**src/hdl/hat_pkg.sv**
```systemverilog
`default_nettype none

package hat_pkg;

   // Histogram geometry
   localparam int BIN_BITS  = 8;
   localparam int BINS      = 256;
   localparam int SCAN_LOW  = 2;

   // Field and register widths
   localparam int THR_BITS      = 8;
   localparam int AREA_BITS     = 20;
   localparam int CSR_ADDR_BITS = 2;
   localparam int CSR_DATA_BITS = 20;

   // Register indexes
   localparam logic [CSR_ADDR_BITS-1:0] REG_AUTO_MODE   = 2'd0;
   localparam logic [CSR_ADDR_BITS-1:0] REG_FIXED_THR   = 2'd1;
   localparam logic [CSR_ADDR_BITS-1:0] REG_AREA_TARGET = 2'd2;

   // Register reset values
   localparam logic [THR_BITS-1:0]  FIXED_THR_RESET   = 8'd128;
   localparam logic [AREA_BITS-1:0] AREA_TARGET_RESET = 20'd100;

   // Memory access requested by the scan sequencer
   typedef struct packed {
      logic                we;
      logic [BIN_BITS-1:0] waddr;
      logic [BIN_BITS-1:0] raddr;
   } mem_req_type;

   // Frame result handed from the sequencer to the output register
   typedef struct packed {
      logic                valid;
      logic [THR_BITS-1:0] threshold;
   } scan_out_type;

endpackage

`default_nettype wire

```
**src/hdl/hat_scan.sv**
```systemverilog
`default_nettype none

module hat_scan
   import hat_pkg::*;
#(
   parameter int COUNT_BITS = 20
) (
   input  wire logic                  clock,
   input  wire logic                  reset,
   input  wire logic                  frame_end,
   input  wire logic                  auto_mode,
   input  wire logic [THR_BITS-1:0]   fixed_threshold,
   input  wire logic [AREA_BITS-1:0]  area_target,
   input  wire logic [COUNT_BITS-1:0] rdata,
   input  wire logic                  out_free,
   output logic                       pix_ready,
   output mem_req_type                mem_req,
   output scan_out_type               scan_out
);

   localparam int SUM_BITS = (COUNT_BITS + BIN_BITS > AREA_BITS) ?
                             COUNT_BITS + BIN_BITS : AREA_BITS;

   localparam logic [2:0] ST_RUN   = 3'd0;
   localparam logic [2:0] ST_WAIT  = 3'd1;
   localparam logic [2:0] ST_SWEEP = 3'd2;
   localparam logic [2:0] ST_DRAIN = 3'd3;
   localparam logic [2:0] ST_EMIT  = 3'd4;

   logic [2:0]            state_ff, state_in;
   logic [BIN_BITS-1:0]   cnt_ff, cnt_in;
   logic                  emit_ff, emit_in;
   logic                  dv_ff, dv_in;
   logic [BIN_BITS-1:0]   dbin_ff, dbin_in;
   logic [SUM_BITS-1:0]   sum_ff, sum_in;
   logic                  found_ff, found_in;
   logic [THR_BITS-1:0]   thr_ff, thr_in;
   logic [SUM_BITS-1:0]   sum_next;
   logic [BIN_BITS-1:0]   sweep_bin;

   // Sweep runs from the top bin down, zeroing each bin as it is read
   assign sweep_bin = BIN_BITS'(BINS - 1) - cnt_ff;
   assign sum_next  = sum_ff + SUM_BITS'(rdata);

   // Sequencer
   always_comb begin
      state_in = state_ff;
      cnt_in   = cnt_ff;
      emit_in  = emit_ff;
      scan_out.valid     = 1'b0;
      scan_out.threshold = auto_mode ? thr_ff : fixed_threshold;
      case (state_ff)
         ST_RUN: begin
            if (frame_end) begin
               state_in = ST_WAIT;
               emit_in  = 1'b1;
            end
         end
         ST_WAIT: begin
            // last pixel's count is written back in this cycle
            state_in = ST_SWEEP;
            cnt_in   = '0;
         end
         ST_SWEEP: begin
            cnt_in = cnt_ff + BIN_BITS'(1);
            if (cnt_ff == BIN_BITS'(BINS - 1)) begin
               state_in = ST_DRAIN;
            end
         end
         ST_DRAIN: begin
            state_in = emit_ff ? ST_EMIT : ST_RUN;
         end
         ST_EMIT: begin
            if (out_free) begin
               scan_out.valid = 1'b1;
               state_in       = ST_RUN;
               emit_in        = 1'b0;
            end
         end
         default: begin
            state_in = ST_RUN;
         end
      endcase
   end

   assign pix_ready     = (state_ff == ST_RUN);
   assign mem_req.we    = (state_ff == ST_SWEEP);
   assign mem_req.waddr = sweep_bin;
   assign mem_req.raddr = sweep_bin;

   // Read data arrives in the cycle after its sweep address is issued
   assign dv_in   = (state_ff == ST_SWEEP);
   assign dbin_in = sweep_bin;

   // Running sum and threshold search
   always_comb begin
      sum_in   = sum_ff;
      found_in = found_ff;
      thr_in   = thr_ff;
      if (state_ff == ST_WAIT) begin
         sum_in   = '0;
         found_in = 1'b0;
         thr_in   = THR_BITS'(1);
      end else if (dv_ff && !found_ff && (dbin_ff >= BIN_BITS'(SCAN_LOW))) begin
         sum_in = sum_next;
         if (sum_next >= SUM_BITS'(area_target)) begin
            found_in = 1'b1;
         end else begin
            thr_in = THR_BITS'(dbin_ff);
         end
      end
   end

   always_ff @(posedge clock) begin
      if (reset) begin
         // clearing pass over the whole memory, no result
         state_ff <= ST_SWEEP;
         cnt_ff   <= '0;
         emit_ff  <= 1'b0;
         dv_ff    <= 1'b0;
      end else begin
         state_ff <= state_in;
         cnt_ff   <= cnt_in;
         emit_ff  <= emit_in;
         dv_ff    <= dv_in;
      end
      dbin_ff  <= dbin_in;
      sum_ff   <= sum_in;
      found_ff <= found_in;
      thr_ff   <= thr_in;
   end

endmodule

`default_nettype wire
```
**config.mk**
```make
export PLATFORM = sky130hd
export DESIGN_NAME = hat_scan
export DESIGN_NICKNAME = d
export VERILOG_FILES = /design/src/hdl/hat_pkg.sv /design/src/hdl/hat_scan.sv
export SDC_FILE = /design/constraint.sdc
export NUM_CORES = 1
export LEC_CHECK = 0
export BUFFER_PORTS_ARGS = -buffer_cell sky130_fd_sc_hd__buf_4
export CAP_MARGIN = 20
export CORE_MARGIN = 3
export CORE_UTILIZATION = 40
export CTS_CLUSTER_SIZE = 12
export DETAILED_ROUTE_END_ITERATION = 10
export PLACE_DENSITY = 0.63
export SLEW_MARGIN = 5
export SYNTH_ARGS = -nofsm -noshare
export SYNTH_HDL_FRONTEND = slang
export SYNTH_SLANG_ARGS = --single-unit
```
**constraint.sdc**
```tcl
create_clock -name clock -period 4.3 [get_ports clock]
set_input_delay 0.86 -clock clock [delete_from_list [all_inputs] [get_ports clock]]
set_output_delay 0.86 -clock clock [all_outputs]
set_load 0.005 [all_outputs]
```
; Word level (Yosys, flattened, before mapping)
; Cells that the tools add are included.
; Widths: inputs -> output; s select.
[word_totals]
word_cells = 44
register_bits = 58
inputBits = 53
out_inout_bits = 27
[classes]
mux = 12
reduce_logical = 10
n_addsub = 3
n_bitwise = 1
n_eq_ne = 8
magnitude_cmp = 2
[op_table]
columns = cell, count
row1 = $add 28x20->28, 1
row2 = $ge 28x20->1, 1
row3 = $pmux 8 s2, 1
row4 = $pmux 3 s5, 1
row5 = $mux 3, 4
row6 = $add 8x1->8 const B, 1
row7 = $eq 8x8->1 const B, 1
row8 = $ge 8x2->1 const B, 1
row9 = $mux 8, 1
row10 = $sub 8x8->8 const A, 1
row11 = $eq 3x2->1 const B, 2
row12 = $reduce_and 3->1, 2
row13 = $mux 1, 4
row14 = $ne 2x2->1 const B, 2
row15 = $reduce_and 2->1, 2
row16 = $reduce_bool 2->1, 2
row17 = $eq 3x1->1 const B, 1
row18 = $eq 3x3->1 const B, 1
row19 = $logic_not 3->1, 1
row20 = $logic_and 1x1->1, 2
row21 = $ne 2x1->1 const B, 1
row22 = $pmux 1 s2, 1
row23 = $logic_not 1->1, 1
row24 = $not 1->1, 1

; Depth between registers and ports, before layout
; Gate-level depths: netlist of the first run.
[logic_depth]
ltp_word = 4
mapped_depth = 19
ltp_nobuf = 18

; Worst setup path after synthesis of the first run
; Ideal clock, no wire load.
[synth_timing]
path_type = input -> register
start = input port rdata[0]
end = register found_ff
n_path_buf = 1
cell_stages = 18
setup_slack_ns = 0.131
arrival_time_ns = 4.054
setup_ns = 0.115
t_required_ns = 4.185
cell_sequence = ha_1 > inv_1 > fa_1 > nand2b_1 > a21oi_1 > o211ai_1 > nand3_1 > a21boi_0 > xnor2_1 > ha_1 > nor4_1 > o221ai_1 > a32o_1 > nor4_2 > and4_1 > buf_4 > a21oi_1 > o21a_1
[synth_via]
elab_chain_cells = 3
[synth_lines]
columns = element, line_no
row1 = from (decl), hat_scan.sv:14  ; input wire logic [COUNT_BITS-1:0] rdata,
row2 = $add 28x20->28, hat_scan.sv:43  ; assign sum_next = sum_ff + SUM_BITS'(rdata);
row3 = net sum_next[18], hat_scan.sv:38  ; logic [SUM_BITS-1:0] sum_next;
row4 = $ge 28x20->1, hat_scan.sv:106  ; if (sum_next >= SUM_BITS'(area_target)) begin
row5 = $reduce_and 2->1 (no line), -
row6 = to (signal assigned), hat_scan.sv:129  ; found_ff <= found_in;
row7 = to (decl), hat_scan.sv:36  ; logic found_ff, found_in;
; The timed path passes the listed nets, and every way through them passes these cells.
; A chain may end at the register's enable or synchronous reset.

; Worst setup path after layout of the first run
[layout_timing]
start = input port rdata[1]
end = register found_ff
; The elaborated chain is that of the path after synthesis.

==> flow_metrics.tcl, run 1 <==
set metrics [dict create \
    grt_pass1_wl_mm 18.8 \
    swShare_pct 41.4 \
    cp.arrival_ns 4.37 \
    ctsHtreeMaxLevel 3 \
    synth_area_leader_cell "dfxtp_1" \
    synth_seq_cells 58 \
    peakVddDrop_mv 0.303 \
    wl_per_cell_um 14.4 \
    power.internal_mw 2.23 \
    detail_route.vias_per_cell 5.35 \
    avgSynthCellArea_sq_um 7.80 \
    clk_path_buf_depth 2 \
    syn_to_final_growth_pct 30.4 \
    setup_slack_ns 0.178 \
    crit_type "primary input to register" \
    leakage_nw 2.42 \
    first_pass_iters 5 \
    grt-ovfl-total 0 \
    vias 4244 \
    fmax_ghz 0.243 \
    cts_root_buf "clkbuf_8" \
    clock_sinks 58 \
    timing.final.crit_share_pct 95.9 \
    hpwl_mm 8.80 \
    place_area_sq_um 5190 \
    seqPwrFrac_pct 20.6 \
    cts.clk_slew.worst_paths_ns 0.08 \
    drt_iter0_drc 165 \
    cp_data_required_time_ns 4.55 \
    tightest_slew_ns 0.614 \
    fin_skew_ns 0.0108 \
    synth_fp_nets 640 \
    cts_hold_buf 0 \
    cts_tree "done" \
    maxCapViolCount 0 \
    p_clk_share_pct 15.5 \
    synth_edf_count 0 \
    p_switching_mw 1.58 \
    run_status "complete, no violations" \
    synth_most_common_cell "nand2_1" \
    synth_area_leaders "dfxtp_1 27%, ha_1 12%, a21oi_1 7.1%, nand2_1 5.9%, nor2_1 3.7%" \
    fin_area_sq_um 5540 \
    ys_warn_count 0 \
    fillCellCount 971 \
    synth_async_sr_flop_share_pct 0 \
    core_area_sq_um 10000 \
    fin_nets 750 \
    synth_ff_type "dfxtp_1" \
    fin_setup_tns_ns 0 \
    worstHoldPathType "register to register" \
    setup_viol 0 \
    drc 0 \
    dieArea_sq_um 11900 \
    io_pins 80 \
    ant_nets 0 \
    std_cell_rows 36 \
    yosys-top-cells-count "67 x nand2_1, 60 x a21oi_1, 58 x dfxtp_1" \
    grt_pass1_vias 4164 \
    syn_area_sq_um 4250 \
    numCtsBuffers 9 \
    synth.distinct_cells 69 \
    end_kind "register" \
    yosysTopAreaCellShare_pct 27.3 \
    worst_skew_pair.late_latency_ns 0.35 \
    pwr_density_cell_nw_per_um2 687 \
    port_buffers 79 \
    ys_seq_area_share_pct 27.3 \
    place_congestion 0.899 \
    crit_path_start_kind "primary input" \
    start_util_pct 42.3 \
    relSlewSlack_pct 59.1 \
    final.min_clock_period_ns 4.12 \
    synthCells 545 \
    final_layout_size_suffix_gt1_share_pct 29.7 \
    maxSlewViolCount 0 \
    post-place-ws_ns -0.398 \
    power_mw 3.80 \
    globalRouteTotalUtil_pct 19.9 \
    grt_antenna_before_repair 0 \
    die_y_um 109 \
    cp_max_fo 8 \
    die_w_um 109 \
    num_antenna_cells 0 \
    routed_wl_mm 11.4 \
    rrSetupSlack_ns 0.49 \
    grt_max_degree 39 \
    combinationalPowerShare_pct 63.9 \
    hold_viol_final 0 \
]
[metrics by stage]
step	utilization (%)	instances	hold WS (ns)
finish	55.2	793	0.462
detailed placement	51.7	773	0.454
CTS	54.0	789	0.465
global placement	51.7	773	0.448
global route	55.2	793	0.478
floorplan	-	545	0.438
[cell usage in the layout, fill, tap and decap left out, types with 12 or more instances in the layout]
cell | Yosys | layout
inv_1 | 40 | 40
dfxtp_1 | 58 | 58
nand4_1 | 15 | 15
a21oi_1 | 60 | 58
ha_1 | 41 | 38
buf_4 | 13 | 133
xor2_1 | 12 | 12
nand2_1 | 67 | 67
xnor2_1 | 13 | 13
nor2_1 | 42 | 41
nand3_1 | 16 | 16
o21ai_0 | 15 | 15
[power by group through the flow]
| stage | Sequential, mW | Combinational, mW | Clock [mW] |
|---|---|---|---|
| 4_1_cts | 0.785 | 2.27 | 0.600 |
| 3_3_place_gp | 0.790 | 2.21 | 0 |
| 5_1_grt | 0.802 | 2.74 | 0.626 |
| 6_report | 0.784 | 2.43 | 0.588 |
| 3_5_place_dp | 0.797 | 2.25 | 0 |
| 2_1_floorplan | 0.748 | 1.51 | 0 |
[per-layer routing]
layer,up-vias,global-route usage (%),part of all wire [%]
li1,2156,-,-
met1,1975,24.3,45
met2,95,34.9,49
met3,18,3.49,4.1
met4,0,7.12,1.9
met5,-,0,0
[final timing paths]
path | from | end | depth (start not counted)
max | rdata[1] | found_ff | 18
min | sum_ff[17] | sum_ff[17] | 2
max reg2reg | sum_ff[1] | found_ff | 17
min reg2reg | sum_ff[17] | sum_ff[17] | 2
[cells by family (layout without fill, tap and decap cells)]
group                    after synthesis  count (layout)  synth area share [%]
buffers and inverters                 75             190                  8.24
AND/OR/NAND/NOR                      189             189                  21.8
XOR/XNOR                              25              25                  5.15
flip-flops                            58              58                  27.3
adder cells (fa/ha/maj)               42              42                  12.5
multiplexers                           8               8                  2.12
AO/OA/AOI/OAI                        148             148                  22.8
[timing repair]
action | CTS | global route
setup buffers | 0 | 4
setup endpoints to repair | 5 | 9
resized for setup | 1 | 20
pin swaps | 0 | 18
endpoints found under the hold margin | 0 | 0
[registers in the layout, summed over array words and instances (netlist names)]
| signal | cells |
|---|---|
| cnt_ff | 8 |
| dbin_ff | 8 |
| dv_ff | 1 |
| emit_ff | 1 |
| found_ff | 1 |
| state_ff | 3 |
| sum_ff | 28 |
| thr_ff | 8 |
[layout make-up]
cell class                 instances  area, sq um  share of cell area (%)
clock buffer                       9          124                    2.24
clock inverter                     7          101                    1.83
inverter                          41          154                    2.78
multi-input combinational        412         2840                    51.2
sequential                        58         1160                    21.0
tap                              133          166                    3.00
timing repair buffer             133          998                    18.0
[critical path, cell delays in order]
cell and delay [ns]:
buf_4 0.12, ha_1 0.31, a211oi_2 0.29, o211ai_1 0.17, buf_4 0.17, a221oi_2 0.21, buf_4 0.18, o21ai_2 0.08
a211oi_2 0.20, xnor2_1 0.11, ha_1 0.22, a21oi_1 0.15, o211ai_1 0.10, a211o_1 0.29, nor4_4 0.33, and4_4 0.32
a21oi_1 0.07, o21a_1 0.19
(Power assumes the default switching activity.)
==> run 2: changes to the inputs <==
--- a/config.mk
+++ b/config.mk
@@ -8,10 +8,10 @@
 export BUFFER_PORTS_ARGS = -buffer_cell sky130_fd_sc_hd__buf_4
 export CAP_MARGIN = 20
 export CORE_MARGIN = 3
-export CORE_UTILIZATION = 40
+export CORE_UTILIZATION = 30
 export CTS_CLUSTER_SIZE = 12
 export DETAILED_ROUTE_END_ITERATION = 10
-export PLACE_DENSITY = 0.63
+export PLACE_DENSITY = 0.5
 export SLEW_MARGIN = 5
 export SYNTH_ARGS = -nofsm -noshare
 export SYNTH_HDL_FRONTEND = slang
==> run 2 against run 1 <==
  * Final cell count increased by 5.5%
  * Register-to-register slack got worse by 0.15 ns
  * Via count down 1.2%
  * Final area up 6.0%
  * Power rose by 11%
  * Maximum frequency is 1.3% lower
  * Routed wire length is 6.1% higher
  * Worst hold slack worse by 0.0036 ns
  * Largest power group unchanged
==> flow_metrics.tcl, run 2 (synthesis gave the netlist of run 1 again) <==
set metrics [dict create \
    num_antenna_cells 0 \
    grt-ovfl-total 0 \
    reg2reg_to "found_ff" \
    io_pins 80 \
    place_congestion 0.875 \
    grt_pass1_vias 4057 \
    syn_to_final_growth_pct 38.2 \
    hpwl_mm 9.29 \
    combinationalPowerShare_pct 61.1 \
    cpPeakStageDelay_ns 0.34 \
    grt_pass1_wl_mm 19.6 \
    cp_top_family "compound AO/OA/AOI/OAI gates" \
    maxSlewViolCount 0 \
    dr.max_layer_used "met4" \
    cp_data_required_time_ns 4.52 \
    setup_viol 0 \
    pwr_density_cell_nw_per_um2 719 \
    mostFrequentLayoutCells "132 x buf_4, 67 x nand2_1, 58 x dfxtp_1" \
    std_cell_rows 42 \
    drt_iter0_drc 198 \
    seqPwrFrac_pct 18.9 \
    grt_max_degree 39 \
    cts_tree "done" \
    cp_max_fo 8 \
    worst_skew_pair.late_latency_ns 0.33 \
    multi_input_area_sq_um 2960 \
    clock_sinks 58 \
    run_status "complete, no violations" \
    final_common_cell "buf_4" \
    p_switching_mw 1.65 \
    cp.arrival_ns 4.40 \
    tightest_slew_ns 0.657 \
    ctsHtreeMaxLevel 3 \
    r2r_cells 16 \
    globalRouteTotalUtil_pct 15.1 \
    final.min_clock_period_ns 4.18 \
    core_area_sq_um 13600 \
    timing.final.crit_share_pct 97.1 \
    rrSetupSlack_ns 0.34 \
    fmax_ghz 0.239 \
    seqCellArea_sq_um 1160 \
    cts_hold_buf 0 \
    relSlewSlack_pct 56.2 \
    swShare_pct 39.1 \
    wl_met2_mm 5.90 \
    largest-register "sum_ff" \
    vias 4193 \
    dieArea_sq_um 15600 \
    crit_chain "buf_4, ha_4, a211oi_4, o211ai_1, buf_4, a221oi_2, buf_4, o21bai_1, xor2_1, ha_1, nor4_2, o221ai_1, a32o_2, nor4_4, and4_4, a21oi_2, o21a_1" \
    largest_reg_flops 28 \
    fin_skew_ns 0.0102 \
    drt-met1-wl_mm 5.69 \
    clk_path_buf_depth 2 \
    final_layout_size_suffix_gt1_share_pct 31.9 \
    wl_met3_um 464 \
    hold_viol_final 0 \
    fin_nets 752 \
    port_buffers 79 \
    numCtsBuffers 9 \
    start_util_pct 31.3 \
    ant_nets 0 \
    worst-path-buf-inv 3 \
    r2r_start "sum_ff[1]" \
    hold_depth 2 \
    drc 0 \
    routed_wl_mm 12.1 \
    leakage_nw 2.50 \
    die_w_um 125 \
    detail_route.vias_per_cell 5.01 \
    grt_antenna_before_repair 0 \
    wl_per_cell_um 14.5 \
    place_area_sq_um 5260 \
    peakVddDrop_mv 0.283 \
    cp_slowest_cell "and4_4" \
    fillCellCount 1382 \
    first_pass_iters 4 \
    hold_end "sum_ff[10]" \
    power.internal_mw 2.57 \
    maxCapViolCount 0 \
    cts.clk_slew.worst_paths_ns 0.05 \
    min_from "sum_ff[10]" \
    hold_ws_ns 0.458 \
    cts_root_buf "clkbuf_16" \
    crit_type "primary input to register" \
    p_clk_share_pct 20.1 \
    worstHoldPathType "register to register" \
    crit_path_start_kind "primary input" \
    die_y_um 125 \
    cpMostUsedCell "buf_4" \
    fin_area_sq_um 5870 \
    end_kind "register" \
]
run 2: changes by cell type in the layout (fill, tap and decap cells not counted), sizes merged:
cell / change
inv: -1
bufinv: +1
buf: +2
clkinvlp: -2
clkinv: -1
clkbuf: +2
run 2: per-layer routing:
metal	vias to the layer above	global-route usage (%)
met1	1976	19.9
met4	0	4.40
met5	-	0
met2	68	25.1
met3	5	2.99
li1	2144	-
run 2: worst reg2reg max path: stages (launching register included):
cell and delay [ns]:
dfxtp_1 0.41, ha_4 0.24, a211oi_4 0.25, o211ai_1 0.20
buf_4 0.19, a221oi_2 0.24, buf_4 0.19, o21bai_1 0.09
xor2_1 0.17, ha_1 0.24, nor4_2 0.28, o221ai_1 0.17
a32o_2 0.29, nor4_4 0.29, and4_4 0.34, a21oi_2 0.07
o21a_1 0.20
run 2: how the worst max path moves through the flow:
stage / from / to / slack, ns / cells past startpoint
2_1_floorplan: rdata[0] / found_ff / 0.13 / 18
6_report: rdata[1] / found_ff / 0.12 / 17
4_1_cts: rdata[0] / found_ff / 0.005 / 19
3_3_place_gp: rdata[0] / found_ff / -0.39 / 19
5_1_grt: rdata[4] / found_ff / -0.04 / 16
3_5_place_dp: rdata[6] / found_ff / -0.51 / 16
run 2: layout make-up:
class / count / area share (%)
clock buffers: 11 / 4.31
clock inverters: 4 / 1.68
inverters: 41 / 2.62
multi-input cells: 412 / 50.4
flip-flops and latches: 58 / 19.8
well taps: 176 / 3.75
repair buffers: 135 / 17.5
run 2: power groups by stage:
stage	Clock, mW	Sequential (mW)	Combinational [mW]
floorplan	0	0.748	1.51
global placement	0	0.793	2.25
detailed placement	0	0.796	2.28
CTS	0.868	0.786	2.34
global route	0.890	0.820	2.87
finish	0.847	0.797	2.58
run 2: metrics by stage:
stage	instances	setup slack [ns]	power (mW)	util [%]	TNS [ns]
floorplan	545	0.131	2.26	-	0
global placement	817	-0.388	3.05	38.8	-3.02
detailed placement	817	-0.511	3.08	38.8	-4.04
CTS	833	0.00535	3.99	41.6	0
global route	837	-0.0438	4.58	43.3	-0.223
finish	837	0.124	4.22	43.3	0
run 2: timing repair:
item                       CTS  global route
setup endpoints to repair    9             9
buffers inserted             1             4
resized for setup            5            36
pin swaps                    2            33
