==> src/hdl/hat_pkg.sv <==
`default_nettype none

package hat_pkg;

   // Histogram geometry
   localparam int BIN_BITS  = 8;
   localparam int BINS      = 256;
   localparam int SCAN_LOW  = 2;

   // Field and register widths
   localparam int THR_BITS      = 8;
   localparam int AREA_BITS     = 20;
   localparam int CSR_ADDR_BITS = 2;
   localparam int CSR_DATA_BITS = 20;

   // Register indexes
   localparam logic [CSR_ADDR_BITS-1:0] REG_AUTO_MODE   = 2'd0;
   localparam logic [CSR_ADDR_BITS-1:0] REG_FIXED_THR   = 2'd1;
   localparam logic [CSR_ADDR_BITS-1:0] REG_AREA_TARGET = 2'd2;

   // Register reset values
   localparam logic [THR_BITS-1:0]  FIXED_THR_RESET   = 8'd128;
   localparam logic [AREA_BITS-1:0] AREA_TARGET_RESET = 20'd100;

   // Memory access requested by the scan sequencer
   typedef struct packed {
      logic                we;
      logic [BIN_BITS-1:0] waddr;
      logic [BIN_BITS-1:0] raddr;
   } mem_req_type;

   // Frame result handed from the sequencer to the output register
   typedef struct packed {
      logic                valid;
      logic [THR_BITS-1:0] threshold;
   } scan_out_type;

endpackage

`default_nettype wire

==> src/hdl/hat_count.sv <==
`default_nettype none

module hat_count
   import hat_pkg::*;
#(
   parameter int COUNT_BITS = 20
) (
   input  wire logic                  clock,
   input  wire logic                  reset,
   input  wire logic                  pix_valid,
   input  wire logic [BIN_BITS-1:0]   pix_bin,
   input  wire logic [COUNT_BITS-1:0] rdata,
   output logic                       we,
   output logic      [BIN_BITS-1:0]   waddr,
   output logic      [COUNT_BITS-1:0] wdata
);

   logic                  s1_vld_ff, s1_vld_in;
   logic [BIN_BITS-1:0]   s1_bin_ff, s1_bin_in;
   logic                  fwd_vld_ff, fwd_vld_in;
   logic [BIN_BITS-1:0]   fwd_bin_ff, fwd_bin_in;
   logic [COUNT_BITS-1:0] fwd_data_ff, fwd_data_in;
   logic [COUNT_BITS-1:0] cur_count;
   logic [COUNT_BITS-1:0] new_count;

   // Read was issued at accept; the count arrives here in the following cycle
   assign s1_vld_in = pix_valid;
   assign s1_bin_in = pix_bin;

   // Previous cycle's write is not yet visible in the read data: forward it
   always_comb begin
      if (fwd_vld_ff && (fwd_bin_ff == s1_bin_ff)) begin
         cur_count = fwd_data_ff;
      end else begin
         cur_count = rdata;
      end
   end

   // Saturating increment
   assign new_count = (&cur_count) ? cur_count : cur_count + COUNT_BITS'(1);

   assign we    = s1_vld_ff;
   assign waddr = s1_bin_ff;
   assign wdata = new_count;

   assign fwd_vld_in  = s1_vld_ff;
   assign fwd_bin_in  = s1_bin_ff;
   assign fwd_data_in = new_count;

   always_ff @(posedge clock) begin
      if (reset) begin
         s1_vld_ff  <= 1'b0;
         fwd_vld_ff <= 1'b0;
      end else begin
         s1_vld_ff  <= s1_vld_in;
         fwd_vld_ff <= fwd_vld_in;
      end
      s1_bin_ff   <= s1_bin_in;
      fwd_bin_ff  <= fwd_bin_in;
      fwd_data_ff <= fwd_data_in;
   end

endmodule

`default_nettype wire

==> config.mk <==
export PLATFORM = sky130hd
export DESIGN_NAME = hat_count
export DESIGN_NICKNAME = d
export VERILOG_FILES = /design/src/hdl/hat_pkg.sv /design/src/hdl/hat_count.sv
export SDC_FILE = /design/constraint.sdc
export NUM_CORES = 1
export LEC_CHECK = 0
export ABC_CLOCK_PERIOD_IN_PS = 2900
export BUFFER_PORTS_ARGS = -buffer_cell sky130_fd_sc_hd__buf_2
export CAP_MARGIN = 10
export CORE_AREA = 2 2 69 71
export DETAILED_ROUTE_END_ITERATION = 6
export DIE_AREA = 0 0 71 73
export PLACE_DENSITY = 0.82
export SETUP_SLACK_MARGIN = 0.3
export SYNTH_ARGS = -nofsm -noshare
export SYNTH_HDL_FRONTEND = slang
export SYNTH_SLANG_ARGS = --single-unit
==> constraint.sdc <==
create_clock -name clock -period 2.9 [get_ports clock]
set_clock_uncertainty 0.05 [all_clocks]
set_input_delay 0.145 -clock clock [delete_from_list [all_inputs] [get_ports clock]]
set_output_delay 0.145 -clock clock [all_outputs]
set_load 0.01 [all_outputs]
Word-level counts from Yosys, hierarchy flattened

Cells that the tools add are included.

Flip-flop bits (word level): 38
Input port bits: 31
Output and inout bits: 29

Add/subtract/negate cells: 1
Equal/unequal tests: 1
Multiplexer cells: 2
Reductions and logical operators: 2

Operators by type and width:

| cell                    | count |
|---|---|
| $mux W20                | 2 |
| $add A20 B1 Y20 const B | 1 |
| $reduce_and A20 Y1      | 1 |
| $eq A8 B8 Y1            | 1 |
| $logic_and A1 B1 Y1     | 1 |

Longest topological paths before layout

Gate-level depths: netlist of the first run.

Word-level depth: 5
Mapped depth: 12

Least setup slack after synthesis of the first run

Ideal clock, no wire load.

Path kind: register -> output
Start: register s1_bin_ff[0] (netlist: waddr[0])
End: output port wdata[8]
Arrival time: 2.910 ns
Path slack: -0.205 ns
Stages on the path, launching flop included: 13
Buffers on the path: 1
Cells stage by stage: dfxtp_1 > xnor2_1 > nand4_1 > nor3_1 > buf_2 > mux2_2 > ha_1 > nand2_1 > nor3_1 > nand2_1 > and4b_1 > or2_2 > xnor2_1

Cells in the longest elaborated chain, start to end: 5
Elaborated cells between the ends (all ways): 6

RTL lines:

| what                                                         | RTL line        | text |
|---|---|---|
| start, declared                                              | hat_count.sv:19 | `logic [BIN_BITS-1:0] s1_bin_ff, s1_bin_in;` |
| start signal, assigned                                       | hat_count.sv:58 | `s1_bin_ff <= s1_bin_in;` |
| $eq A8 B8 Y1 *                                               | hat_count.sv:32 | `if (fwd_vld_ff && (fwd_bin_ff == s1_bin_ff)) begin` |
| $logic_and A1 B1 Y1 *                                        | hat_count.sv:32 |  |
| $mux W20 *                                                   | hat_count.sv:32 |  |
| $add A20 B1 Y20 / $reduce_and A20 Y1 (equally long branches) | hat_count.sv:40 | `assign new_count = (&cur_count) ? cur_count : cur_count + COUNT_BITS'(1);` |
| $mux W20 *                                                   | hat_count.sv:40 |  |
| end, declared                                                | hat_count.sv:15 | `output logic [COUNT_BITS-1:0] wdata` |

Mark *: on every way between the ends. The rest lies on a longest branch, timed or not.

Worst setup path after layout of the first run

Start: register fwd_bin_ff[5]
End: output port wdata[1]

Cells in the longest elaborated chain, start to end: 5
Elaborated cells between the ends (all ways): 6

RTL lines:

| what                                                         | RTL line        | text |
|---|---|---|
| start, declared                                              | hat_count.sv:21 | `logic [BIN_BITS-1:0] fwd_bin_ff, fwd_bin_in;` |
| start signal, assigned                                       | hat_count.sv:59 | `fwd_bin_ff <= fwd_bin_in;` |
| $eq A8 B8 Y1 *                                               | hat_count.sv:32 |  |
| $logic_and A1 B1 Y1 *                                        | hat_count.sv:32 |  |
| $mux W20 *                                                   | hat_count.sv:32 |  |
| $add A20 B1 Y20 / $reduce_and A20 Y1 (equally long branches) | hat_count.sv:40 |  |
| $mux W20 *                                                   | hat_count.sv:40 |  |

Marks and branches as above.

==> out/qor.csv, run 1 <==
stage,metric,value,unit
synth,yosys_most_used_dff,dfxtp_1,
setup_path,crit_type,reg -> out,
global_routing,busiest_layer,met2,
synth,syn_area_per_cell,9.16,um2
synth,syn_area,1980,um2
pwr,max-vdd-ir-drop,338,uV
place,place_congestion,0.874,
outcome,status,"finished, violations left",
pwr,p_leak,1.32,nW
timing,setup_viol,21,
die,io_pins,60,
die,num_rows,25,
setup_path,worstPathArrival,3.15,ns
global_routing,use_met2,43.6,%
timing,hold_viol_final,0,
setup_path,end_kind,output port,
flow_run,cap_violations,0,
place,dp_slack,-0.0715,ns
die,start_util,43.6,%
layout,stdcell_count,375,
setup_path,crit_path_start_kind,register,
timing,period_needed,3.35,ns
cts,cts_max_path_buffers,2,
timing,worst_hold_slack,0.0135,ns
routing,dr.pass1.iters,4,
routing,drc,0,
layout,final_cell_area,3190,um2
layout,drive_above_1_share,52.6,%
layout,syn_to_final_growth,61.3,%
global_routing,antenna_found_initial,0,
global_routing,use_met1,26.8,%
synth,yosysSeqAreaShare,38.4,%
synth,syn_inst,216,
global_routing,grt_usage,24.1,%
setup_path,cp_data_required_time,2.71,ns
timing,setup_ws,-0.448,ns
layout,final_cell_mix,"buf_2, dfxtp_1, buf_4",
cts,clkTransAtPathRegs,0.08,ns
timing,finalCritPeriodShare,115,%
layout,final_util,70.4,%
routing,totalWireLength,6.63,mm
routing,dr_total_vias,2188,
cts,clk_latency,0.31,ns
pwr,powerDensity,425,nW/um2
die,die-height,73,um
synth,async_reset_ff_share,0,%
synth,synth_fp_nets,248,
routing,drtAntennaViolNets,0,
die,dieArea,5180,um2
worst_hold_path,hold_path_class,in -> reg,
timing,slew_headroom,59.5,%
timing,tightest_slew,0.604,ns
place,placed_cell_area,2530,um2
global_routing,overflow,0,
place,portBuffers,59,
place,hpwl,3.86,mm
routing,detail_route.vias_per_cell,5.83,
cts,clock_sinks,38,
layout,final_common_cell,buf_2,
timing,slew_violations,0,
routing,wl_per_cell,17.7,um
cts,cts_root_buffer,clkbuf_8,
layout,nNetsFinal,352,
synth,synth-edff-count,0,
place,placed_cells,338,
layout,diodes,0,
outcome,violations,setup timing,
setup_path,cp_max_fo,4,
cts,cts_max_level,2,
cts,cts_tree,yes,
timing,grt_setup_unrepaired,yes,
global_routing,grt_pass1_wl,9.89,mm
die,fp.coreArea,4540,um2
synth,synth_warnings,0,
cts,cts_made_buffers,5,
synth,synthDistinctLibCells,41,
global_routing,grt_max_degree,21,
global_routing,grt_pass1_vias,2171,
routing,first_iter_violations,185,
synth,synth-seq-cells,38,
global_routing,use_met3,5.94,%
die,die_w,71,um
timing,max_freq,299,MHz
metal layers:
metal  wire length, um  part of all wire [%]
met5                 0                     0
met2              3450                    52
met4               223                   3.4
met3               424                   6.4
met1              2530                    38
cell type report:
class                      instances  area, um2
clock buffer                       5       68.8
sequential                        38        771
multi-input combinational        171       1520
inverter                           2       7.51
clock inverter                     3       68.8
tap                               54       67.6
timing repair buffer             102        691
fill                             285       1340
state kept, by name, summed over array words and instances (netlist names):
register,flops
fwd_bin_ff,8
fwd_data_ff,20
fwd_vld_ff,1
waddr,8
we,1
cells in the mapped netlist (2+ instances only):
cell type / n / area share [%]
a21oi_1: 9 / 2.3
or2_2: 2 / 0.63
nand3_1: 9 / 2.3
nor3_1: 12 / 3.0
inv_1: 2 / 0.38
nor4_1: 2 / 0.63
and3_1: 6 / 1.9
o21ai_0: 4 / 1.0
and4_1: 4 / 1.8
dfxtp_1: 38 / 38
buf_2: 4 / 1.0
or3_1: 2 / 0.63
xor2_1: 14 / 6.2
nor2_1: 18 / 3.4
mux2i_1: 17 / 8.6
mux2_2: 5 / 2.8
nand4_1: 11 / 3.5
xnor2_1: 15 / 6.6
a211oi_1: 3 / 1.1
nand2_1: 15 / 2.8
nor2b_1: 3 / 0.95
mux2_4: 2 / 1.5
critical path, cell delays in order (launching register included):
cell,delay [ns]
dfxtp_1,0.32
xnor2_1,0.17
nand4_1,0.20
nor3_4,0.31
mux2_4,0.23
ha_4,0.14
nand2_4,0.06
or3b_4,0.43
or2_1,0.25
mux2_4,0.31
mux2_4,0.32
buf_6,0.12
repair_timing:
| action | CTS | global route |
|---|---|---|
| hold endpoints to repair | 10 | 0 |
| buffers inserted | 16 | 4 |
| hold buffers | 9 | 0 |
| endpoints found under the setup margin | 35 | 40 |
| resized for setup | 30 | 33 |
| pin swaps | 26 | 16 |
worst paths after layout:
path	slack, ns	startpoint	cells after the start	end
max	-0.45	fwd_bin_ff[5]	11	wdata[1]
min	0.01	pix_valid	2	we
max reg2reg	-0.04	fwd_bin_ff[5]	15	fwd_data_ff[18]
min reg2reg	0.33	waddr[4]	0	fwd_bin_ff[4]
kinds of logic after synthesis:
logic type                 after synthesis  share of synthesized area [%]
and+or+nand+nor                         94                           26.1
DFF                                     38                           38.4
xor gates and xnor gates                29                           12.8
muxes                                   24                           13.0
AOI/OAI and AO/OA                       23                           7.46
buffers and inverters                    7                           1.58
adders and majority gates                1                          0.632
per-stage QoR:
stage | power, mW | TNS [ns]
5_1_grt | 1.40 | -9.06
6_report | 1.36 | -6.60
3_5_place_dp | 0.753 | -0.168
3_3_place_gp | 0.748 | -0.00519
4_1_cts | 1.33 | -4.21
2_1_floorplan | 0.676 | 0
report_power, final:
| part | total, mW | internal (mW) | switching (mW) | leakage [nW] |
|---|---|---|---|---|
| clock | 0.559 | 0.345 | 0.214 | 0.0683 |
| combinational | 0.213 | 0.111 | 0.102 | 0.929 |
| sequential | 0.584 | 0.554 | 0.0303 | 0.320 |
Note: power is estimated with default switching activity, not from simulation.
==> run 2, diff against run 1 <==
--- a/config.mk
+++ b/config.mk
@@ -5,13 +5,13 @@
 export SDC_FILE = /design/constraint.sdc
 export NUM_CORES = 1
 export LEC_CHECK = 0
-export ABC_CLOCK_PERIOD_IN_PS = 2900
+export ABC_CLOCK_PERIOD_IN_PS = 3100
 export BUFFER_PORTS_ARGS = -buffer_cell sky130_fd_sc_hd__buf_2
 export CAP_MARGIN = 10
-export CORE_AREA = 2 2 69 71
+export CORE_AREA = 2 2 68 70
 export DETAILED_ROUTE_END_ITERATION = 6
-export DIE_AREA = 0 0 71 73
-export PLACE_DENSITY = 0.82
+export DIE_AREA = 0 0 70 72
+export PLACE_DENSITY = 0.81
 export SETUP_SLACK_MARGIN = 0.3
 export SYNTH_ARGS = -nofsm -noshare
 export SYNTH_HDL_FRONTEND = slang
==> constraint.sdc (replaced) <==
create_clock -name clock -period 3.1 [get_ports clock]
set_clock_uncertainty 0.05 [all_clocks]
set_input_delay 0.155 -clock clock [delete_from_list [all_inputs] [get_ports clock]]
set_output_delay 0.155 -clock clock [all_outputs]
set_load 0.01 [all_outputs]
==> run 2 against run 1 <==
Effect of this change:
- the run still ends with setup timing left
- register-to-register slack better by 0.25 ns
- global-route usage is 2.4 points lower
- die area is 2.8% lower
- via count is 9.4% lower
- non-clock buffer count is 12 lower
- worst setup slack better by 0.16 ns
- largest power group unchanged
- highest routed layer unchanged
==> out/qor.csv, run 2 (synthesis gave the netlist of run 1 again) <==
stage,metric,value,unit
outcome,status,"finished, violations left",
outcome,violations,setup timing,
pwr,max-vdd-ir-drop,344,uV
routing,dr.pass1.iters,4,
pwr,p_total,1.17,mW
setup_path,critPathTopFamily,simple AND/OR/NAND/NOR gates,
layout,final_common_cell,buf_2,
cts,cts_max_path_buffers,2,
place,placed_cell_area,2440,um2
timing,worst_hold_slack,0.0203,ns
die,dieArea,5040,um2
routing,detail_route.vias_per_cell,5.49,
layout,stdcell_count,361,
timing,setup_ws,-0.292,ns
timing,grt_setup_unrepaired,yes,
layout,regMostFlops,fwd_data_ff,
routing,first_iter_violations,192,
timing,max_freq,295,MHz
layout,largest_reg_flops,20,
setup_path,rrSetupSlack,0.21,ns
setup_path,cp_slowest_cell,or3b_4,
layout,final_cell_area,3000,um2
timing,hold_viol_final,0,
pwr,p_leak,1.24,nW
global_routing,antenna_found_initial,0,
setup_path,cp_data_required_time,2.89,ns
cts,clk_latency,0.31,ns
timing,period_needed,3.39,ns
layout,final_util,70.5,%
setup_path,cpPeakStageDelay,0.39,ns
die,fp.coreArea,4260,um2
die,io_pins,60,
die,die_w,70,um
setup_path,worst-path-buf-inv,2,
timing,slew_headroom,25.0,%
global_routing,grt_max_degree,36,
setup_path,cp_max_fo,4,
worst_hold_path,hold_path_class,in -> reg,
place,hpwl,3.50,mm
layout,fill_cells,306,
layout,syn_to_final_growth,51.8,%
pwr,powerDensity,389,nW/um2
routing,drtAntennaViolNets,0,
global_routing,grt_pass1_vias,1908,
place,dp_slack,0.00742,ns
timing,timing.setup.tns,-2.68,ns
setup_path,crit_path_start_kind,register,
timing,finalCritPeriodShare,109,%
place,placed_cells,329,
die,die-height,72,um
setup_path,end_kind,output port,
timing,setup_viol,16,
cts,clock_sinks,38,
routing,totalWireLength,5.80,mm
setup_path,cp_cell_sequence,"xnor2_1, nand4_1, nor3_4, mux2_4, ha_4, nand2_4, or3b_4, buf_6, o211ai_1, nor2_1, xnor2_1, mux2i_1, buf_2",
cts,cts_tree,yes,
die,start_util,46.4,%
cts,cts_root_buffer,clkbuf_8,
routing,drc,0,
global_routing,overflow,0,
global_routing,grt_usage,21.7,%
place,place_congestion,0.863,
setup_path,crit_type,reg -> out,
routing,dr_total_vias,1982,
layout,drive_above_1_share,46.9,%
timing,slew_violations,0,
place,portBuffers,59,
layout,nNetsFinal,340,
layout,diodes,0,
die,num_rows,24,
routing,wl_per_cell,16.1,um
setup_path,worstPathArrival,3.19,ns
setup_path,worst_path_most_repeated_cell,xnor2_1,
cts,clkTransAtPathRegs,0.08,ns
global_routing,grt_pass1_wl,8.58,mm
cts,cts_max_level,2,
cts,cts_made_buffers,5,
layout,final_cell_mix,"buf_2, dfxtp_1, buf_4",
flow_run,cap_violations,0,
timing,tightest_slew,1.12,ns
==> run 2: cell types whose count changed in the layout (fill, tap and decap cells not counted), moves of 3 or more <==
cell     previous run  this run
buf_6              12         4
buf_4              24        19
dfxtp_1            30        33
dfxtp_2             8         5
nor3_2              4         1
o21ai_2             3         0
==> run 2: final timing paths <==
check | endpoint | cells past startpoint | from
worst max-delay path | wdata[13] | 13 | waddr[0]
worst min-delay path | we | 2 | pix_valid
worst max register to register | fwd_data_ff[1] | 10 | waddr[0]
worst min register to register | fwd_bin_ff[0] | 0 | waddr[0]
==> run 2: worst register-to-register path: stages, from the launching register on <==
cell and delay, ns:
dfxtp_2 0.33, xnor2_1 0.15, nand4_1 0.18, nor3_4 0.35
mux2_4 0.24, ha_4 0.15, nand2_4 0.05, or3b_4 0.39
or2_1 0.24, mux2_4 0.33, mux2_4 0.33
==> run 2: routing by layer <==
| layer | global-route usage (%) | part of all wire (%) |
|---|---|---|
| met5 | 0 | 0 |
| met4 | 8.55 | 2.4 |
| met3 | 9.03 | 7.8 |
| met2 | 37.5 | 49 |
| met1 | 24.0 | 40 |
==> run 2: what timing repair did <==
item / in CTS / in global routing
hold endpoints to repair: 10 / 0
hold buffers: 9 / 0
gates resized for setup: 25 / 26
endpoints found under the setup margin: 26 / 36
setup buffers: 12 / 3
pin swaps: 18 / 28
==> run 2: power by group <==
group | internal (mW) | switching [mW] | leakage, nW
clock | 0.240 | 0.202 | 0.0504
combinational | 0.0924 | 0.0895 | 0.872
sequential | 0.518 | 0.0265 | 0.320
total | 0.850 | 0.318 | 1.24
==> run 2: final cells by class <==
| type | count | area (um2) | area share, % |
|---|---|---|---|
| inverters | 2 | 7.51 | 0.250 |
| clock inverters | 3 | 45.0 | 1.50 |
| repair buffers | 90 | 568 | 18.9 |
| well taps | 52 | 65.1 | 2.17 |
| flip-flops and latches | 38 | 767 | 25.5 |
| multi-input cells | 171 | 1480 | 49.4 |
| clock buffers | 5 | 68.8 | 2.29 |
==> run 3, diff against run 2 <==
--- a/config.mk
+++ b/config.mk
@@ -5,13 +5,14 @@
 export SDC_FILE = /design/constraint.sdc
 export NUM_CORES = 1
 export LEC_CHECK = 0
+export ABC_AREA = 1
 export ABC_CLOCK_PERIOD_IN_PS = 3100
 export BUFFER_PORTS_ARGS = -buffer_cell sky130_fd_sc_hd__buf_2
 export CAP_MARGIN = 10
-export CORE_AREA = 2 2 68 70
+export CORE_AREA = 2 2 73 75
 export DETAILED_ROUTE_END_ITERATION = 6
-export DIE_AREA = 0 0 70 72
-export PLACE_DENSITY = 0.81
+export DIE_AREA = 0 0 75 77
+export PLACE_DENSITY = 0.79
 export SETUP_SLACK_MARGIN = 0.3
 export SYNTH_ARGS = -nofsm -noshare
 export SYNTH_HDL_FRONTEND = slang
==> run 3 against run 2 <==
Effect of this change:
- the run now ends clean
- critical path depth up 2
- synthesized area up 16%
- via count up 50%
- routed wire length up 59%
- worst setup slack better by 0.40 ns
- cell area up 20%
- count of clock-buffer cells in the layout unchanged
- hold slack worse by 0.016 ns
- die area up 15%
- highest routed layer unchanged
==> out/qor.csv, run 3 <==
stage,metric,value,unit
outcome,status,finished clean,
pwr,p_leak,1.88,nW
global_routing,grt_usage,24.2,%
layout,multiInputGateArea,1640,um2
synth,synth-edff-count,0,
synth,yosysTopAreaCell,dfxtp_1,
routing,dr.pass1.iters,6,
timing,hold_viol_final,0,
timing,grt_setup_unrepaired,yes,
place,place_congestion,0.923,
die,io_pins,60,
routing,wl_per_cell,17.0,um
layout,nNetsFinal,503,
pwr,powerDensity,377,nW/um2
timing,timing.setup.tns,0,ns
routing,totalWireLength,9.23,mm
cts,cts_made_buffers,5,
timing,tightest_slew,0.370,ns
global_routing,grt_pass1_vias,2367,
die,dieArea,5780,um2
layout,stdcell_count,542,
global_routing,grt_pass1_wl,10.9,mm
timing,setup_viol,0,
cts,cts_max_path_buffers,2,
die,fp.coreArea,4980,um2
layout,fill_cells,353,
synth,syn_area,2300,um2
synth,synth_top_area_share,33.1,%
synth,synth-seq-cells,38,
timing,finalCritPeriodShare,96.4,%
setup_path,crit_type,reg -> out,
global_routing,grt_max_degree,14,
synth,synth_fp_nets,395,
timing,worst_hold_slack,0.00414,ns
synth,async_reset_ff_share,0,%
layout,drive_above_1_share,48.7,%
layout,final_common_cell,nand2_1,
place,placed_cells,494,
cts,cts_tree,yes,
setup_path,end_kind,output port,
synth,syn_area_per_cell,6.33,um2
layout,final_util,72.5,%
layout,largest_reg_flops,20,
global_routing,overflow,0,
cts,clock_sinks,38,
timing,setup_ws,0.112,ns
die,die_w,75,um
pwr,max-vdd-ir-drop,399,uV
synth,synthDistinctLibCells,28,
setup_path,rrSetupSlack,0.61,ns
layout,syn_to_final_growth,57.1,%
timing,slew_headroom,75.1,%
routing,dr_total_vias,2975,
place,hpwl,4.57,mm
worst_hold_path,hold_path_class,in -> reg,
layout,regArea,782,um2
synth,syn_inst,363,
flow_run,cap_violations,0,
routing,detail_route.vias_per_cell,5.49,
synth,synthTopCellsByArea,"dfxtp_1, nand2_1, nand3_1, inv_1, nor2_1",
synth,yosysSeqAreaShare,33.1,%
die,start_util,46.2,%
layout,final_cell_mix,"nand2_1, buf_2, inv_1",
layout,diodes,0,
synth,synth_most_common_cell,nand2_1,
routing,first_iter_violations,436,
setup_path,crit_path_start_kind,register,
setup_path,cp_max_fo,6,
place,dp_slack,0.306,ns
setup_path,cp_data_required_time,2.89,ns
die,num_rows,26,
timing,slew_violations,0,
synth,synth_warnings,0,
cts,clk_latency,0.32,ns
synth,yosys_most_used_dff,dfxtp_1,
die,die-height,77,um
cts,cts_root_buffer,clkbuf_8,
synth,ys_top_cells_by_count,"nand2_1, inv_1, nand3_1",
timing,period_needed,2.99,ns
timing,max_freq,335,MHz
routing,drtAntennaViolNets,0,
place,portBuffers,59,
cts,clkTransAtPathRegs,0.08,ns
global_routing,antenna_found_initial,0,
setup_path,worstPathArrival,2.78,ns
layout,regMostFlops,fwd_data_ff,
cts,cts_max_level,2,
routing,drc,0,
[run 3: cell types whose count changed in the layout (fill, tap and decap cells not counted), moves of 10 or more]
cell / before / now
inv_1: 2 / 46
nor2_1: 13 / 23
xor2_1: 11 / 0
nor3_1: 10 / 0
nand2_2: 1 / 42
mux2i_1: 16 / 0
inv_2: 0 / 10
nand2_1: 11 / 92
nand3_2: 1 / 18
nand3_1: 8 / 31
buf_6: 4 / 14
[run 3: final timing paths]
kind | start | endpoint | cells after the start
worst max-delay path | fwd_bin_ff[7] | wdata[11] | 15
worst min-delay path | pix_valid | we | 3
worst max register to register | fwd_bin_ff[7] | fwd_data_ff[11] | 14
worst min register to register | waddr[4] | fwd_bin_ff[4] | 0
[run 3: layout make-up]
type / count / share of cell area (%)
multi-input cells: 265 / 45.3
inverters: 58 / 6.17
clock buffers: 5 / 1.91
well taps: 70 / 2.43
clock inverters: 3 / 1.91
repair buffers: 103 / 20.6
flip-flops and latches: 38 / 21.7
[run 3: through the flow]
stage | power [mW] | cell area, um2
final | 1.36 | 3610
after global routing | 1.40 | 3610
after CTS | 1.27 | 3090
after detailed placement | 0.729 | 2690
after global placement | 0.724 | 2690
after floorplan | 0.660 | 2300
[run 3: per-layer routing]
layer | vias to the layer above | track usage [%] | wire [um]
met3 | 90 | 4.60 | 834
met1 | 1332 | 31.9 | 3410
met4 | 0 | 8.21 | 687
li1 | 1338 | - | -
met2 | 215 | 38.9 | 4290
met5 | - | 0 | 0
[run 3: timing repair]
item	4_1_cts	5_1_grt
resized for setup	24	109
hold endpoints to repair	10	0
pin swaps	8	36
setup buffers	9	18
endpoints found under the setup margin	20	20
cloned	1	3
hold buffers	9	0
[run 3: power breakdown]
| group | switching (mW) | internal [mW] | leakage, nW |
|---|---|---|---|
| combinational | 0.173 | 0.114 | 1.49 |
| sequential | 0.0196 | 0.518 | 0.321 |
| clock | 0.213 | 0.323 | 0.0683 |
| total | 0.406 | 0.954 | 1.88 |
[run 3: cells by family after synthesis]
kind of cell / after synthesis / synth area share [%]
AO/OA/AOI/OAI: 9 / 2.34
AND/OR/NAND/NOR: 252 / 52.6
buffers and inverters: 62 / 11.1
XOR/XNOR: 1 / 0.381
adder cells (fa/ha/maj): 1 / 0.545
flip-flops: 38 / 33.1
[run 3: worst max-delay path, stage by stage, from the launching register on]
cell     delay (ns)
dfxtp_4        0.39
inv_2          0.05
nand2_2        0.10
nand2_4        0.07
inv_2          0.07
nand3_4        0.11
nor2_8         0.24
buf_6          0.18
nand3_2        0.10
nand2_4        0.12
nand2_1        0.14
nor2_2         0.21
nand2_1        0.14
o21ai_1        0.26
nand3_2        0.12
buf_2          0.15
